$ cat src/hdl/mcrl_pkg.sv
package mcrl_pkg;

  // Field widths fixed by the interface.
  localparam int TGT_W   = 16;
  localparam int MS_W    = 16;
  localparam int SCALE_W = 15;
  localparam int TICK_W  = 18;

  // Configuration port.
  localparam int CFG_IDX_W  = 3;
  localparam int CFG_DATA_W = 16;

  localparam logic [CFG_IDX_W-1:0] REG_RAMP_UP   = 3'd0;
  localparam logic [CFG_IDX_W-1:0] REG_RAMP_DOWN = 3'd1;
  localparam logic [CFG_IDX_W-1:0] REG_RELEASE   = 3'd2;
  localparam logic [CFG_IDX_W-1:0] REG_SCALE     = 3'd3;
  localparam logic [CFG_IDX_W-1:0] REG_FALLBACK  = 3'd4;

  // Timing constants.
  localparam int TICKS_PER_MS    = 4;
  localparam int RELEASE_CAP_MS  = 3000;
  localparam int UP_DEFAULT_MS   = 600;
  localparam int DOWN_DEFAULT_MS = 1000;
  localparam int FALLBACK_RESET  = 4096;

  // Default number of fraction bits in the reference.
  localparam int FRAC_BITS_DEF = 8;

  // Settings derived from the configuration registers.
  typedef struct packed {
    logic [TICK_W-1:0]  rise_ticks;
    logic [TICK_W-1:0]  down_ticks;
    logic [TICK_W-1:0]  release_ticks;
    logic               release_en;
    logic [SCALE_W-1:0] scale;
  } mcrl_cfg_t;

endpackage

$ cat src/hdl/motor_current_ramp_limiter_unit.sv
// Slew-rate limiter for a motor current command. Each accepted item is one
// control tick; it yields exactly one current_command. A new item is taken
// only once the previous one is through: the step size comes from a
// bit-serial divider that produces one quotient bit per cycle over the
// 15 + FRAC_BITS bit dividend, around which sit the prepare and start
// states, the wait that collects the quotient, the update and rounding
// states and the idle state in which the next item is accepted. The result
// sits in an output register, so the next item may be taken while it
// waits; only a result still held there when the next tick reaches
// rounding stretches that tick. Configuration writes are taken in any
// cycle and must only be issued while no item is in progress.
module motor_current_ramp_limiter_unit #(
  parameter int FRAC_BITS = mcrl_pkg::FRAC_BITS_DEF
) (
  input  logic                             clk,
  input  logic                             rst_n,
  // Input items
  input  logic                             in_valid,
  output logic                             in_stall,
  input  logic signed [mcrl_pkg::TGT_W-1:0] in_target_current,
  input  logic                             in_cut_now,
  input  logic                             in_zero_now,
  input  logic                             in_walk_mode,
  input  logic                             in_coast_mode,
  input  logic                             in_pedaling,
  // Result items
  output logic                             out_valid,
  input  logic                             out_stall,
  output logic signed [mcrl_pkg::TGT_W-1:0] out_current_command,
  // Configuration writes
  input  logic                             cfg_valid,
  output logic                             cfg_ready,
  input  logic [mcrl_pkg::CFG_IDX_W-1:0]   cfg_index,
  input  logic [mcrl_pkg::CFG_DATA_W-1:0]  cfg_data
);
  import mcrl_pkg::*;

  localparam int ACC_W = TGT_W + FRAC_BITS + 2;
  localparam int MAG_W = ACC_W - 1;
  localparam int DIV_W = SCALE_W + FRAC_BITS;

  localparam logic [2:0] S_IDLE  = 3'd0;
  localparam logic [2:0] S_PREP  = 3'd1;
  localparam logic [2:0] S_START = 3'd2;
  localparam logic [2:0] S_DIV   = 3'd3;
  localparam logic [2:0] S_UPD   = 3'd4;
  localparam logic [2:0] S_RND   = 3'd5;

  mcrl_cfg_t cfg;

  logic [2:0]              state_r, state_nxt;
  logic signed [TGT_W-1:0] tgt_r, tgt_nxt;
  logic                    clr_r, clr_nxt;
  logic                    walk_r, walk_nxt;
  logic                    pedal_r, pedal_nxt;
  logic signed [ACC_W-1:0] ref_r, ref_nxt;
  logic [DIV_W-1:0]        fade_r, fade_nxt;
  logic signed [ACC_W-1:0] diff_r, diff_nxt;
  logic [MAG_W-1:0]        mag_r, mag_nxt;
  logic                    gt_r, gt_nxt;
  logic                    lt_r, lt_nxt;
  logic                    use_fade_r, use_fade_nxt;
  logic [DIV_W-1:0]        step_r, step_nxt;
  logic                    out_valid_r, out_valid_nxt;
  logic signed [TGT_W-1:0] out_cmd_r, out_cmd_nxt;

  logic signed [ACC_W-1:0] tgt_q;
  logic                    tgt_zero;
  logic                    diff_gt, diff_lt, fading;
  logic                    div_start, div_done;
  logic [DIV_W-1:0]        div_dividend, div_q;
  logic [TICK_W-1:0]       div_ticks;
  logic [MAG_W-1:0]        move;
  logic signed [ACC_W-1:0] rnd_sum;
  logic signed [TGT_W-1:0] rnd_res;
  logic                    out_free;

  mcrl_regs u_regs (
    .clk       (clk),
    .rst_n     (rst_n),
    .cfg_valid (cfg_valid),
    .cfg_ready (cfg_ready),
    .cfg_index (cfg_index),
    .cfg_data  (cfg_data),
    .cfg       (cfg)
  );

  mcrl_serial_div #(
    .DIV_W (DIV_W),
    .DEN_W (TICK_W)
  ) u_div (
    .clk           (clk),
    .rst_n         (rst_n),
    .start         (div_start),
    .dividend      (div_dividend),
    .divisor       (div_ticks),
    .done          (div_done),
    .quotient_ceil (div_q)
  );

  // Target in the fixed-point format of the reference.
  assign tgt_q    = {{2{tgt_r[TGT_W-1]}}, tgt_r, {FRAC_BITS{1'b0}}};
  assign tgt_zero = (tgt_r == '0);

  // Direction and fade decision from the registered difference.
  assign diff_lt = diff_r[ACC_W-1];
  assign diff_gt = !diff_r[ACC_W-1] && (diff_r != '0);
  assign fading  = tgt_zero && !pedal_r && cfg.release_en;

  // Divider operands: a fresh fade spreads the reference, otherwise the
  // full-scale current is spread over the ramp time.
  assign div_start    = (state_r == S_START);
  assign div_ticks    = diff_gt ? cfg.rise_ticks
                      : (fading ? cfg.release_ticks : cfg.down_ticks);
  assign div_dividend = (fading && diff_lt) ? ref_r[DIV_W-1:0]
                                            : {cfg.scale, {FRAC_BITS{1'b0}}};

  // Move limited to one step.
  assign move = (mag_r > MAG_W'(step_r)) ? MAG_W'(step_r) : mag_r;

  // Rounding with halves upward.
  assign rnd_sum = ref_r + ACC_W'(1 << (FRAC_BITS - 1));
  assign rnd_res = rnd_sum[FRAC_BITS +: TGT_W];

  assign out_free = !out_valid_r || !out_stall;

  // Tick sequencer.
  always_comb begin
    state_nxt     = state_r;
    tgt_nxt       = tgt_r;
    clr_nxt       = clr_r;
    walk_nxt      = walk_r;
    pedal_nxt     = pedal_r;
    ref_nxt       = ref_r;
    fade_nxt      = fade_r;
    diff_nxt      = diff_r;
    mag_nxt       = mag_r;
    gt_nxt        = gt_r;
    lt_nxt        = lt_r;
    use_fade_nxt  = use_fade_r;
    step_nxt      = step_r;
    out_valid_nxt = out_valid_r && out_stall;
    out_cmd_nxt   = out_cmd_r;
    case (state_r)
      S_IDLE: begin
        if (in_valid) begin
          tgt_nxt   = in_target_current;
          clr_nxt   = in_cut_now || in_zero_now ||
                      (!in_walk_mode && in_coast_mode && (in_target_current == '0));
          walk_nxt  = in_walk_mode;
          pedal_nxt = in_pedaling;
          state_nxt = S_PREP;
        end
      end
      S_PREP: begin
        diff_nxt  = tgt_q - ref_r;
        state_nxt = S_START;
      end
      S_START: begin
        gt_nxt       = diff_gt;
        lt_nxt       = diff_lt;
        use_fade_nxt = fading && diff_lt;
        mag_nxt      = diff_lt ? MAG_W'(-diff_r) : MAG_W'(diff_r);
        state_nxt    = S_DIV;
      end
      S_DIV: begin
        if (div_done) begin
          if (use_fade_r) begin
            if (fade_r == '0) begin
              fade_nxt = div_q;
              step_nxt = div_q;
            end else begin
              step_nxt = fade_r;
            end
          end else begin
            fade_nxt = '0;
            step_nxt = div_q;
          end
          state_nxt = S_UPD;
        end
      end
      S_UPD: begin
        if (clr_r) begin
          ref_nxt  = '0;
          fade_nxt = '0;
        end else if (walk_r) begin
          ref_nxt  = tgt_q;
          fade_nxt = '0;
        end else if (gt_r) begin
          ref_nxt = ref_r + $signed({1'b0, move});
        end else if (lt_r) begin
          ref_nxt = ref_r - $signed({1'b0, move});
        end
        state_nxt = S_RND;
      end
      S_RND: begin
        if (out_free) begin
          out_valid_nxt = 1'b1;
          out_cmd_nxt   = rnd_res;
          // A finished fade clears the state, which arms the next one.
          if (tgt_zero && (rnd_res == '0)) begin
            ref_nxt  = '0;
            fade_nxt = '0;
          end
          state_nxt = S_IDLE;
        end
      end
      default: state_nxt = S_IDLE;
    endcase
  end

  always_ff @(posedge clk) begin
    if (!rst_n) begin
      state_r     <= S_IDLE;
      ref_r       <= '0;
      fade_r      <= '0;
      out_valid_r <= 1'b0;
    end else begin
      state_r     <= state_nxt;
      ref_r       <= ref_nxt;
      fade_r      <= fade_nxt;
      out_valid_r <= out_valid_nxt;
    end
    tgt_r      <= tgt_nxt;
    clr_r      <= clr_nxt;
    walk_r     <= walk_nxt;
    pedal_r    <= pedal_nxt;
    diff_r     <= diff_nxt;
    mag_r      <= mag_nxt;
    gt_r       <= gt_nxt;
    lt_r       <= lt_nxt;
    use_fade_r <= use_fade_nxt;
    step_r     <= step_nxt;
    out_cmd_r  <= out_cmd_nxt;
  end

  assign in_stall            = (state_r != S_IDLE);
  assign out_valid           = out_valid_r;
  assign out_current_command = out_cmd_r;

  a_accept_starts: assert property (@(posedge clk) disable iff (!rst_n)
    (in_valid && !in_stall) |=> state_r == S_PREP)
    else $error("accepted transfer did not start a tick");
  a_div_done_in_wait: assert property (@(posedge clk) disable iff (!rst_n)
    div_done |-> state_r == S_DIV)
    else $error("divider finished outside the wait state");
  a_walk_exact: assert property (@(posedge clk) disable iff (!rst_n)
    (state_r == S_RND && walk_r && !clr_r) |-> rnd_res == tgt_r)
    else $error("walk mode command differs from target");
  a_fade_end_clears: assert property (@(posedge clk) disable iff (!rst_n)
    (state_r == S_RND && out_free && tgt_zero && rnd_res == '0) |=>
      (ref_r == '0 && fade_r == '0))
    else $error("finished fade left state behind");
  a_fade_positive: assert property (@(posedge clk) disable iff (!rst_n)
    (state_r == S_IDLE && fade_r != '0) |-> (ref_r > 0))
    else $error("fade armed without a positive reference");

endmodule

$ cat src/hdl/mcrl_regs.sv
module mcrl_regs (
  input  logic                             clk,
  input  logic                             rst_n,
  input  logic                             cfg_valid,
  output logic                             cfg_ready,
  input  logic [mcrl_pkg::CFG_IDX_W-1:0]   cfg_index,
  input  logic [mcrl_pkg::CFG_DATA_W-1:0]  cfg_data,
  output mcrl_pkg::mcrl_cfg_t              cfg
);
  import mcrl_pkg::*;

  logic [MS_W-1:0]    ramp_up_ms_r, ramp_up_ms_nxt;
  logic [MS_W-1:0]    ramp_down_ms_r, ramp_down_ms_nxt;
  logic [MS_W-1:0]    release_ms_r, release_ms_nxt;
  logic [SCALE_W-1:0] current_scale_r, current_scale_nxt;
  logic [SCALE_W-1:0] fallback_scale_r, fallback_scale_nxt;
  logic [MS_W-1:0]    up_ms, down_ms, rel_ms;

  // Writes are always taken.
  assign cfg_ready = 1'b1;

  // Register write decode; indexes beyond the list are ignored.
  always_comb begin
    ramp_up_ms_nxt     = ramp_up_ms_r;
    ramp_down_ms_nxt   = ramp_down_ms_r;
    release_ms_nxt     = release_ms_r;
    current_scale_nxt  = current_scale_r;
    fallback_scale_nxt = fallback_scale_r;
    if (cfg_valid) begin
      case (cfg_index)
        REG_RAMP_UP:   ramp_up_ms_nxt     = cfg_data;
        REG_RAMP_DOWN: ramp_down_ms_nxt   = cfg_data;
        REG_RELEASE:   release_ms_nxt     = cfg_data;
        REG_SCALE:     current_scale_nxt  = cfg_data[SCALE_W-1:0];
        REG_FALLBACK:  fallback_scale_nxt = cfg_data[SCALE_W-1:0];
        default: ;
      endcase
    end
  end

  always_ff @(posedge clk) begin
    if (!rst_n) begin
      ramp_up_ms_r     <= '0;
      ramp_down_ms_r   <= '0;
      release_ms_r     <= '0;
      current_scale_r  <= '0;
      fallback_scale_r <= SCALE_W'(FALLBACK_RESET);
    end else begin
      ramp_up_ms_r     <= ramp_up_ms_nxt;
      ramp_down_ms_r   <= ramp_down_ms_nxt;
      release_ms_r     <= release_ms_nxt;
      current_scale_r  <= current_scale_nxt;
      fallback_scale_r <= fallback_scale_nxt;
    end
  end

  // Ramp times with their defaults, and the capped release time.
  assign up_ms   = (ramp_up_ms_r != '0) ? ramp_up_ms_r : MS_W'(UP_DEFAULT_MS);
  assign down_ms = (ramp_down_ms_r != '0) ? ramp_down_ms_r : MS_W'(DOWN_DEFAULT_MS);
  assign rel_ms  = (release_ms_r > MS_W'(RELEASE_CAP_MS)) ? MS_W'(RELEASE_CAP_MS)
                                                           : release_ms_r;

  // Conversion to control ticks and choice of the full-scale current.
  always_comb begin
    cfg.rise_ticks    = TICK_W'(up_ms) * TICK_W'(TICKS_PER_MS);
    cfg.down_ticks    = TICK_W'(down_ms) * TICK_W'(TICKS_PER_MS);
    cfg.release_ticks = TICK_W'(rel_ms) * TICK_W'(TICKS_PER_MS);
    cfg.release_en    = (release_ms_r != '0);
    if (current_scale_r != '0) begin
      cfg.scale = current_scale_r;
    end else if (fallback_scale_r != '0) begin
      cfg.scale = fallback_scale_r;
    end else begin
      cfg.scale = SCALE_W'(1);
    end
  end

endmodule

$ cat src/hdl/mcrl_serial_div.sv
module mcrl_serial_div #(
  parameter int DIV_W = mcrl_pkg::SCALE_W + mcrl_pkg::FRAC_BITS_DEF,
  parameter int DEN_W = mcrl_pkg::TICK_W
) (
  input  logic             clk,
  input  logic             rst_n,
  input  logic             start,
  input  logic [DIV_W-1:0] dividend,
  input  logic [DEN_W-1:0] divisor,
  output logic             done,
  output logic [DIV_W-1:0] quotient_ceil
);
  import mcrl_pkg::*;

  localparam int CNT_W = $clog2(DIV_W + 1);

  logic [DIV_W-1:0] num_r, num_nxt;
  logic [DEN_W-1:0] rem_r, rem_nxt;
  logic [DEN_W-1:0] den_r, den_nxt;
  logic [CNT_W-1:0] cnt_r, cnt_nxt;
  logic             busy_r, busy_nxt;
  logic             done_r, done_nxt;
  logic [DEN_W:0]   trial;

  // Trial subtraction of the divisor from the partial remainder with the
  // next dividend bit shifted in.
  assign trial = {rem_r, num_r[DIV_W-1]} - {1'b0, den_r};

  // Restoring division: the dividend shifts out at the top while quotient
  // bits shift in at the bottom, one bit per cycle.
  always_comb begin
    num_nxt  = num_r;
    rem_nxt  = rem_r;
    den_nxt  = den_r;
    cnt_nxt  = cnt_r;
    busy_nxt = busy_r;
    done_nxt = 1'b0;
    if (start) begin
      num_nxt  = dividend;
      rem_nxt  = '0;
      den_nxt  = divisor;
      cnt_nxt  = CNT_W'(DIV_W);
      busy_nxt = 1'b1;
    end else if (busy_r) begin
      if (!trial[DEN_W]) begin
        rem_nxt = trial[DEN_W-1:0];
      end else begin
        rem_nxt = {rem_r[DEN_W-2:0], num_r[DIV_W-1]};
      end
      num_nxt = {num_r[DIV_W-2:0], !trial[DEN_W]};
      cnt_nxt = cnt_r - CNT_W'(1);
      if (cnt_r == CNT_W'(1)) begin
        busy_nxt = 1'b0;
        done_nxt = 1'b1;
      end
    end
  end

  always_ff @(posedge clk) begin
    if (!rst_n) begin
      busy_r <= 1'b0;
      done_r <= 1'b0;
      cnt_r  <= '0;
    end else begin
      busy_r <= busy_nxt;
      done_r <= done_nxt;
      cnt_r  <= cnt_nxt;
    end
    num_r <= num_nxt;
    rem_r <= rem_nxt;
    den_r <= den_nxt;
  end

  // Round up when anything is left over.
  assign done          = done_r;
  assign quotient_ceil = num_r + DIV_W'(rem_r != '0);

  a_done_after_run: assert property (@(posedge clk) disable iff (!rst_n)
    done_r |-> $past(busy_r) && !busy_r)
    else $error("divider done without a finished run");
  a_rem_below_den: assert property (@(posedge clk) disable iff (!rst_n)
    done_r |-> rem_r < den_r)
    else $error("divider remainder not below divisor");
  a_start_idle: assert property (@(posedge clk) disable iff (!rst_n)
    start |-> !busy_r)
    else $error("divider started while busy");

endmodule
$ cat config.mk
export PLATFORM = sky130hd
export DESIGN_NAME = motor_current_ramp_limiter_unit
export DESIGN_NICKNAME = d
export VERILOG_FILES = /design/src/hdl/mcrl_pkg.sv /design/src/hdl/motor_current_ramp_limiter_unit.sv /design/src/hdl/mcrl_regs.sv /design/src/hdl/mcrl_serial_div.sv
export SDC_FILE = /design/constraint.sdc
export NUM_CORES = 1
export LEC_CHECK = 0
export BUFFER_PORTS_ARGS = -buffer_cell sky130_fd_sc_hd__buf_2
export CAP_MARGIN = 10
export CORE_MARGIN = 3
export CORE_UTILIZATION = 50
export CTS_CLUSTER_DIAMETER = 60
export CTS_CLUSTER_SIZE = 16
export DETAILED_ROUTE_END_ITERATION = 6
export GPL_TIMING_DRIVEN = 0
export PLACE_DENSITY = 0.74
export SLEW_MARGIN = 10
export SYNTH_ARGS = -nofsm -noshare
export SYNTH_HDL_FRONTEND = slang
export SYNTH_SLANG_ARGS = --single-unit
$ cat constraint.sdc
create_clock -name clk -period 7.65 [get_ports clk]
set_input_delay 1.53 -clock clk [delete_from_list [all_inputs] [get_ports clk]]
set_output_delay 1.53 -clock clk [all_outputs]
set_load 0.05 [all_outputs]
# Word level (Yosys, flattened, before mapping)
# Cells that the tools add are included.
# totals
register_bits,309
in_bits,45
output_inout_bits,19
word_cells,144
# classes
addsub,8
magnitude_cmp,2
eq_ne,16
n_mux,41
n_bitwise,2
reduce_logical,47
# ops
cell,n
23-bit 2-to-1 mux,11
26-bit 2-to-1 mux,6
23-bit case mux with 3 select lines,1
18-bit 2-to-1 mux,3
26-bit case mux with 2 select lines,1
25-bit 2-to-1 mux,2
16-bit logical NOT,3
16-bit 2-to-1 mux,3
16-bit nonzero test,3
15-bit 2-to-1 mux,2
15-bit nonzero test,2
26-bit adder,1
26-bit nonzero test,1
24-bit by 26-bit subtractor with 26-bit output,1
26-bit subtractor,1
25-bit by 23-bit greater-than comparator with 1-bit output,1
25-bit negation,1
"24-bit by 9-bit adder with 24-bit output, second input constant",1
23-bit by 1-bit adder with 23-bit output,1
23-bit logical NOT,1
19-bit by 18-bit subtractor with 19-bit output,1
3-bit case mux with 6 select lines,1
18-bit nonzero test,1
"16-bit by 12-bit greater-than comparator with 1-bit output, second input constant",1
25 further kinds,66

# Longest topological paths before layout
# Gate-level depths: netlist of the first run.
# depth
word_depth,8
mapped_depth,29
mapped_depth_nobuf,27

# Modules after synthesis
# Synthesis of the first run repeated with hierarchy kept, for this count alone.
# hier_totals
cells_unflattened,2071
area_unflattened_um2,18900.6
# by_module_without_submodules
mod,n_inst,cells_each,area_per_inst_um2,seq_area_each_um2
motor_current_ramp_limiter_unit,1,1226,11198.2,4424.2
mcrl_serial_div,1,388,3972.6,1731.7
mcrl_regs,1,457,3729.8,1561.5

# Least setup slack after synthesis of the first run
# Ideal clock, no wire load.
# synth_timing
kind,flip-flop to flip-flop
from,register mag_r[18]
to,register ref_r[24]
setup_ns,0.095
arrival_time_ns,5.539
t_required_ns,7.555
path_slack_ns,2.016
stages_incl_launch_ff,24
path_buffers,2
synth_period_minus_slack_ns,5.634
cell_sequence,edfxtp_1 -> ha_1 -> nand4_1 -> or4_1 -> o211a_1 -> a21oi_2 -> clkbuf_1 -> buf_2 -> mux2i_1 -> ha_1 -> nor2b_1 -> nand4b_1 -> mux2i_1 -> a21oi_1 -> xnor2_1 -> ha_1 -> a21o_1 -> a21o_1 -> a21o_1 -> or3_1 -> o2111ai_1 -> a21oi_1 -> mux2_2 -> a221oi_1
# synth_between
elab_chain_cells,8
word_cells_on_any_way,9
classes_between,add/sub: 2; order compare: 1; mux: 6
# synth_lines
element,line,source
"start, declared",motor_current_ramp_limiter_unit.sv:59,"logic [MAG_W-1:0] mag_r, mag_nxt;"
"start signal, assigned",motor_current_ramp_limiter_unit.sv:229,mag_r <= mag_nxt;
25-bit by 23-bit greater-than comparator with 1-bit output,motor_current_ramp_limiter_unit.sv:119,assign move = (mag_r > MAG_W'(step_r)) ? MAG_W'(step_r) : mag_r;
25-bit 2-to-1 mux *,motor_current_ramp_limiter_unit.sv:119,
26-bit subtractor,motor_current_ramp_limiter_unit.sv:192,"ref_nxt = ref_r - $signed({1'b0, move});"
26-bit 2-to-1 mux,motor_current_ramp_limiter_unit.sv:191,end else if (lt_r) begin
26-bit 2-to-1 mux *,motor_current_ramp_limiter_unit.sv:189,end else if (gt_r) begin
26-bit 2-to-1 mux *,motor_current_ramp_limiter_unit.sv:186,end else if (walk_r) begin
26-bit 2-to-1 mux *,motor_current_ramp_limiter_unit.sv:183,if (clr_r) begin
26-bit case mux with 2 select lines *,motor_current_ramp_limiter_unit.sv:144,case (state_r)
"end signal, assigned",motor_current_ramp_limiter_unit.sv:220,ref_r <= ref_nxt;
"end, declared",motor_current_ramp_limiter_unit.sv:56,"logic signed [ACC_W-1:0] ref_r, ref_nxt;"
# Mark *: on every way between the ends. The rest lies on a longest branch, timed or not. The select of a mux whose other input is x is not followed.
# A chain may end at the register's enable or synchronous reset.

# Final worst setup path of the first run
# Same ends and word-level chain as after synthesis.

==> results of run 1 <==
==> cell usage in the layout, fill, tap and decap left out, types with 11 or more instances in the layout <==
cell / netlist / routed
a21o_1: 19 / 19
a21oi_1: 225 / 224
a31oi_1: 15 / 15
and2_1: 11 / 11
and3_1: 16 / 16
buf_2: 4 / 66
clkbuf_1: 71 / 77
clkbuf_16: 0 / 29
dfxtp_1: 156 / 156
edfxtp_1: 151 / 151
ha_1: 91 / 91
inv_1: 92 / 92
mux2i_1: 30 / 30
nand2_1: 319 / 319
nand2b_1: 12 / 12
nand3_1: 48 / 48
nand4_1: 18 / 18
nor2_1: 120 / 118
nor2b_1: 21 / 21
nor3_1: 58 / 57
nor4_1: 43 / 43
o21ai_0: 113 / 113
o22ai_1: 11 / 11
o2bb2ai_1: 20 / 20
or3_1: 15 / 15
xnor2_1: 97 / 97
xor2_1: 43 / 43
==> metal layers <==
metal  vias to the layer above  global-route usage (%)
li1                       7339                       -
met1                      7291                    38.0
met2                       746                    39.9
met3                       112                    2.71
met4                         0                    7.90
met5                         -                       0
==> cells by family after synthesis <==
kind of cell	Yosys count
xor+xnor	141
other cells	1
simple gates	729
buf+inv	178
flops	307
fa+ha+maj	93
compound gates	509
mux	33
==> critical path: cells and delay by family (launching register included) <==
| family | cells | cell delay [ps] |
|---|---|---|
| adders and majority gates | 3 | 910 |
| xor gates and xnor gates | 1 | 480 |
| AOI/OAI and AO/OA | 11 | 2670 |
| muxes | 2 | 640 |
| and+or+nand+nor | 4 | 1090 |
| buffers and inverters | 2 | 730 |
| DFF | 1 | 480 |
==> flip-flops by register name, summed over array words and instances (netlist names), 3 cells and up <==
| signal | cells |
|---|---|
| out_current_command | 16 |
| u_div.den_r | 16 |
| state_r | 3 |
| step_r | 23 |
| u_regs.fallback_scale_r | 15 |
| u_regs.current_scale_r | 15 |
| u_div.rem_r | 18 |
| fade_r | 23 |
| u_regs.ramp_up_ms_r | 16 |
| u_div.num_r | 23 |
| u_regs.ramp_down_ms_r | 16 |
| u_regs.release_ms_r | 16 |
| ref_r | 26 |
| u_div.cnt_r | 5 |
| mag_r | 25 |
| diff_r | 26 |
| tgt_r | 16 |
==> metrics by stage <==
step / total power [µW] / worst slack, ps / cells / hold slack [ps] / instance area [µm²]
after floorplan: 2670 / 2020 / 1991 / 424 / 17600
after global placement: 2900 / 577 / 2508 / 427 / 18500
after detailed placement: 2940 / 616 / 2512 / 431 / 18600
after CTS: 4270 / 556 / 2560 / 447 / 19400
after global routing: 4470 / 80.0 / 2559 / 454 / 19400
final: 4290 / 554 / 2559 / 447 / 19400
==> area by class of cell <==
type / instances / area, µm² / area share (%)
Multi-Input combinational cell: 1506 / 9250 / 47.7
Sequential cell: 307 / 7660 / 39.4
Clock buffer: 40 / 777 / 4.00
Tap cell: 455 / 569 / 2.93
Timing Repair Buffer: 66 / 364 / 1.88
Inverter: 95 / 357 / 1.84
Buffer: 82 / 352 / 1.81
Clock inverter: 8 / 81.3 / 0.419
==> power groups by stage <==
stage                     sequential, µW  clock [µW]  combinational, µW
after floorplan                     1970           0                702
after global placement              2010           0                893
after detailed placement            2010           0                929
after CTS                           1980        1360                937
after global routing                1990        1430               1050
final                               1980        1350                951
==> worst paths after layout <==
check | depth (start not counted) | to | start
setup / recovery | 23 | ref_r[24] | mag_r[18]
hold / removal | 0 | lt_r | diff_r[25]
setup reg to reg | 23 | ref_r[24] | mag_r[18]
hold reg to reg | 0 | lt_r | diff_r[25]
==> results.py, run 1 <==
metrics = {
    "cts": {
        "clock_latency_ps": 550,
        "root_buffer": "clkbuf_16",
        "cts_resized": 0,
        "numCtsBuffers": 27,
        "clockBufferDepth": 3,
        "cts_htree_levels": 1,
        "clock_sinks": 307,
        "cts_tree": "yes",
        "clk_pin_slew_worst_paths_ps": 70,
        "postCtsSetupRepairBufs": 0,
        "cts-hold-fix-buffers": 0,
    },
    "route": {
        "ant_nets": 0,
        "top_layer": "met4",
        "routed_wl_mm": 50.0,
        "wl_met3_mm": 4.18,
        "route.met2.wl_mm": 21.9,
        "drt_iter0_drc": 1708,
        "wl_met1_mm": 22.4,
        "via_per_inst": 6.05,
        "drt-pass1-iter-count": 6,
        "wl_per_cell_um": 19.6,
        "drcViolationCount": 0,
        "dr_total_vias": 15500,
    },
    "worst_setup_path": {
        "slowest_delay_ps": 560,
        "crit_type": "register to register",
        "crit_required_ps": 8090,
        "r2r_slack_ps": 550,
        "cp_max_fo": 10,
        "worstSetupEndpointType": "register",
        "crit_chain": "ha_1 -> nand4_1 -> or4_1 -> nor2_1 -> o21ai_0 -> a21oi_2 -> clkbuf_2 -> buf_2 -> mux2i_1 -> ha_1 -> nor2b_1 -> a21oi_1 -> xnor2_1 -> ha_1 -> o21a_1 -> o21ai_0 -> a211oi_1 -> o21ai_0 -> a21boi_0 -> o2111ai_1 -> a21oi_1 -> mux2_2 -> a221oi_1",
        "startpoint_type": "register",
        "cp_slowest_cell": "or4_1",
        "cp.arrival_ps": 7540,
    },
    "power_and_ir_drop": {
        "combPwrFrac_pct": 22.2,
        "internal-power_uw": 2970,
        "seq_power_share_pct": 46.2,
        "p_per_area_nw_per_um2": 221,
        "p_leak_uw": 0.00739,
        "p_sw_uw": 1320,
        "power.clock.fraction_pct": 31.6,
        "ir_drop_uv": 173,
        "sw_frac_of_total_pct": 30.8,
    },
    "yosys": {
        "syn_nets": 2129,
        "yosys.area_share.simple_pct": 19.5,
        "post-synth-top-count-cell": "nand2_1",
        "synth_top_flop_cell": "dfxtp_1",
        "synthMuxAreaShare_pct": 1.90,
        "synth_seq_cells": 307,
        "ys_types": 76,
        "syn-cell-area_um2": 17600,
        "synth_top_area_cell": "edfxtp_1",
        "synthXorXnorAreaFrac_pct": 7.09,
        "yosysWarnings": 0,
        "synth_area_leaders": "edfxtp_1, dfxtp_1, nand2_1, ha_1, a21oi_1",
        "syn_inst": 1991,
        "synth_adder_area_share_pct": 6.70,
        "synth-edff-count": 151,
        "yosysSeqAreaShare_pct": 43.5,
        "synth_top_family_by_area": "simple AND/OR/NAND/NOR gates",
        "ys_top_cells_by_count": "nand2_1, a21oi_1, dfxtp_1",
        "syn_avg_cell_area_um2": 8.84,
        "synth_compound_area_share_pct": 17.3,
        "synth_top_area_share_pct": 25.8,
        "async_flop_share_pct": 0,
    },
    "sta": {
        "clock_skew_ps": 16.3,
        "fin_crit_ps": 7100,
        "maxSlewViolCount": 0,
        "hold_viol_final": 0,
        "fmax_mhz": 141,
        "setup_viol": 0,
        "maxSlewHeadroom_pct": 26.4,
        "fin_setup_tns_ps": 0,
        "period_share_pct": 92.8,
        "rsz0062_at_grt": "false",
        "worst_pin_slew_ps": 1100,
    },
    "final_layout": {
        "nFillCells": 3061,
        "fin_util_pct": 56.1,
        "drive_gt1_share_pct": 7.13,
        "syn_to_final_growth_pct": 10.3,
        "diodes": 0,
        "nNetsFinal": 2223,
    },
    "floorplanning": {
        "die_area_um2": 37500,
        "fp.dieH_um": 194,
        "die_w_um": 194,
        "io_pins": 64,
        "placementRows": 68,
        "core_um2": 34600,
        "start_util_pct": 50.8,
    },
    "flow_run": {
        "drv_cap": 0,
    },
    "placed_design": {
        "gp_congestion": 0.977,
        "hpwl_mm": 37.9,
        "portBuffers": 62,
    },
    "global_route": {
        "grt-ovfl-total": 0,
        "grt_pass1_wl_mm": 78.7,
        "grt_pass1_vias": 14600,
        "antenna_found_initial": 0,
        "grt_max_degree": 32,
        "grt.total_usage_pct": 25.7,
    },
    "outcome": {
        "run_status": "finished, final reports clean",
    },
    "hold_path": {
        "hp-class": "register to register",
    },
}
(Power assumes the default switching activity.)
==> run 2: changes to the inputs <==
Clock period 7.65 ns to 7.8 ns, I/O delays scaled along.
==> run 2 against run 1 <==
  * Die area unchanged
  * Sequential share of layout area about the same
  * Via count up 0.23%
  * Flip-flop and latch count unchanged
  * Maximum frequency down 3.7%
  * Utilization about the same
  * Register-to-register slack worse by 120 ps
  * Critical path type unchanged
==> results.py, run 2 (synthesis results as in run 1) <==
metrics = {
    "outcome": {
        "run_status": "finished, final reports clean",
    },
    "route": {
        "routed_wl_mm": 50.1,
        "drt_iter0_drc": 1786,
        "wl_per_cell_um": 19.6,
        "drcViolationCount": 0,
        "via_per_inst": 6.06,
        "drt-pass1-iter-count": 7,
        "ant_nets": 0,
        "dr_total_vias": 15500,
    },
    "worst_setup_path": {
        "r2r_slack_ps": 430,
        "crit_chain": "ha_1 -> nand4_1 -> or4_1 -> nor2_1 -> o21ai_0 -> a21oi_2 -> clkbuf_1 -> buf_2 -> mux2i_1 -> ha_1 -> nor2b_1 -> a21oi_1 -> xnor2_1 -> ha_1 -> o21a_1 -> o21ai_0 -> a211oi_1 -> o21ai_0 -> a21boi_0 -> o2111ai_1 -> a21oi_1 -> mux2_2 -> a221oi_1",
        "crit_required_ps": 8250,
        "r2r.worst_path.cells": 23,
        "critPathBufInv": 2,
        "rr_endpoint": "ref_r[24]",
        "crit_family": "compound AO/OA/AOI/OAI gates",
        "startpoint_type": "register",
        "slowest_delay_ps": 560,
        "crit_type": "register to register",
        "cp.arrival_ps": 7810,
        "cp_max_fo": 10,
        "worstSetupEndpointType": "register",
        "cp_slowest_cell": "or4_1",
        "r2r-start": "mag_r[18]",
    },
    "floorplanning": {
        "start_util_pct": 50.8,
        "placementRows": 68,
        "die_w_um": 194,
        "core_um2": 34600,
        "die_area_um2": 37500,
        "fp.dieH_um": 194,
        "io_pins": 64,
    },
    "final_layout": {
        "diodes": 0,
        "layout_common_cells": "nand2_1, a21oi_1, dfxtp_1, edfxtp_1, nor2_1",
        "syn_to_final_growth_pct": 10.3,
        "final_common_cell": "nand2_1",
        "nNetsFinal": 2224,
        "final-instance-count-excl-fill": 2560,
        "drive_gt1_share_pct": 7.08,
        "top_regs": "diff_r (26), ref_r (26), mag_r (25)",
        "fin_area_um2": 19400,
    },
    "power_and_ir_drop": {
        "p_total_uw": 4200,
        "ir_drop_uv": 169,
        "p_leak_uw": 0.00739,
        "p_per_area_nw_per_um2": 216,
    },
    "sta": {
        "clock_skew_ps": 15.8,
        "maxSlewViolCount": 0,
        "fin_crit_ps": 7370,
        "maxSlewHeadroom_pct": 32.3,
        "finalWorstSetupSlack_ps": 433,
        "setup_viol": 0,
        "worst_pin_slew_ps": 1010,
        "period_share_pct": 94.4,
        "fmax_mhz": 136,
        "rsz0062_at_grt": "false",
        "fin_setup_tns_ps": 0,
        "hold_viol_final": 0,
    },
    "placed_design": {
        "dp_cells": 2512,
        "gp_congestion": 0.977,
        "portBuffers": 62,
        "hpwl_mm": 37.9,
        "placed_cell_area_um2": 18600,
        "pre_cts_ws_ps": 766,
    },
    "cts": {
        "root_buffer": "clkbuf_16",
        "cts_tree": "yes",
        "clock_latency_ps": 550,
        "cts_htree_levels": 1,
        "numCtsBuffers": 27,
        "cts_resized": 0,
        "cts-hold-fix-buffers": 0,
        "clk_pin_slew_worst_paths_ps": 70,
        "postCtsSetupRepairBufs": 0,
        "clock_sinks": 307,
        "clockBufferDepth": 3,
    },
    "global_route": {
        "grt-ovfl-total": 0,
        "grt.total_usage_pct": 25.7,
        "grt_pass1_wl_mm": 78.7,
        "antenna_found_initial": 0,
        "grt_pass1_vias": 14600,
        "grt_max_degree": 32,
    },
    "hold_path": {
        "worstHoldEndpoint": "lt_r",
        "min-delay-start": "diff_r[25]",
        "hp-class": "register to register",
        "min_path_cells": 0,
    },
    "flow_run": {
        "drv_cap": 0,
    },
}
==> run 2: cell types whose count changed in the layout (fill, tap and decap cells not counted) <==
cell / previous run / this run
clkbuf_1: 77 / 79
clkbuf_2: 4 / 3
==> run 2: how the worst max path moves through the flow <==
stage              start   endpoint  slack [ps]  cells past startpoint
2_1_floorplan  mag_r[18]  ref_r[24]        2170                     23
3_3_place_gp   mag_r[18]  ref_r[24]         730                     25
3_5_place_dp   mag_r[18]  ref_r[24]         770                     25
4_1_cts        mag_r[18]  ref_r[24]         710                     25
5_1_grt        mag_r[18]  ref_r[25]           9                     26
6_report       mag_r[18]  ref_r[24]         430                     23
==> run 2: where the power goes <==
group	leakage, µW	total (µW)	switching [µW]	internal, µW
logic	0.00430	933	558	375
clock network	0.000413	1330	620	706
registers	0.00268	1940	116	1830
total	0.00739	4200	1290	2910
==> run 2: final cells by class <==
cell class | count | area, µm²
sequential | 307 | 7660
buffer | 83 | 354
fill | 3061 | 15200
clock inverter | 8 | 81.3
tap | 455 | 569
clock buffer | 40 | 777
inverter | 95 | 357
multi-input combinational | 1506 | 9250
timing repair buffer | 66 | 364
==> run 2: metrics by stage <==
| step | utilization, % | hold slack [ps] |
|---|---|---|
| 3_3_place_gp | 53.4 | 427 |
| 5_1_grt | 56.1 | 454 |
| 6_report | 56.1 | 447 |
| 4_1_cts | 56.1 | 447 |
| 2_1_floorplan | - | 424 |
| 3_5_place_dp | 53.6 | 431 |
==> run 2: per-layer routing <==
metal	vias to the layer above	GRT usage, %	wire length, µm
met5	-	0	0
met4	0	7.90	1660
met3	119	2.71	4280
met2	747	39.9	21900
met1	7318	38.0	22200
li1	7339	-	-
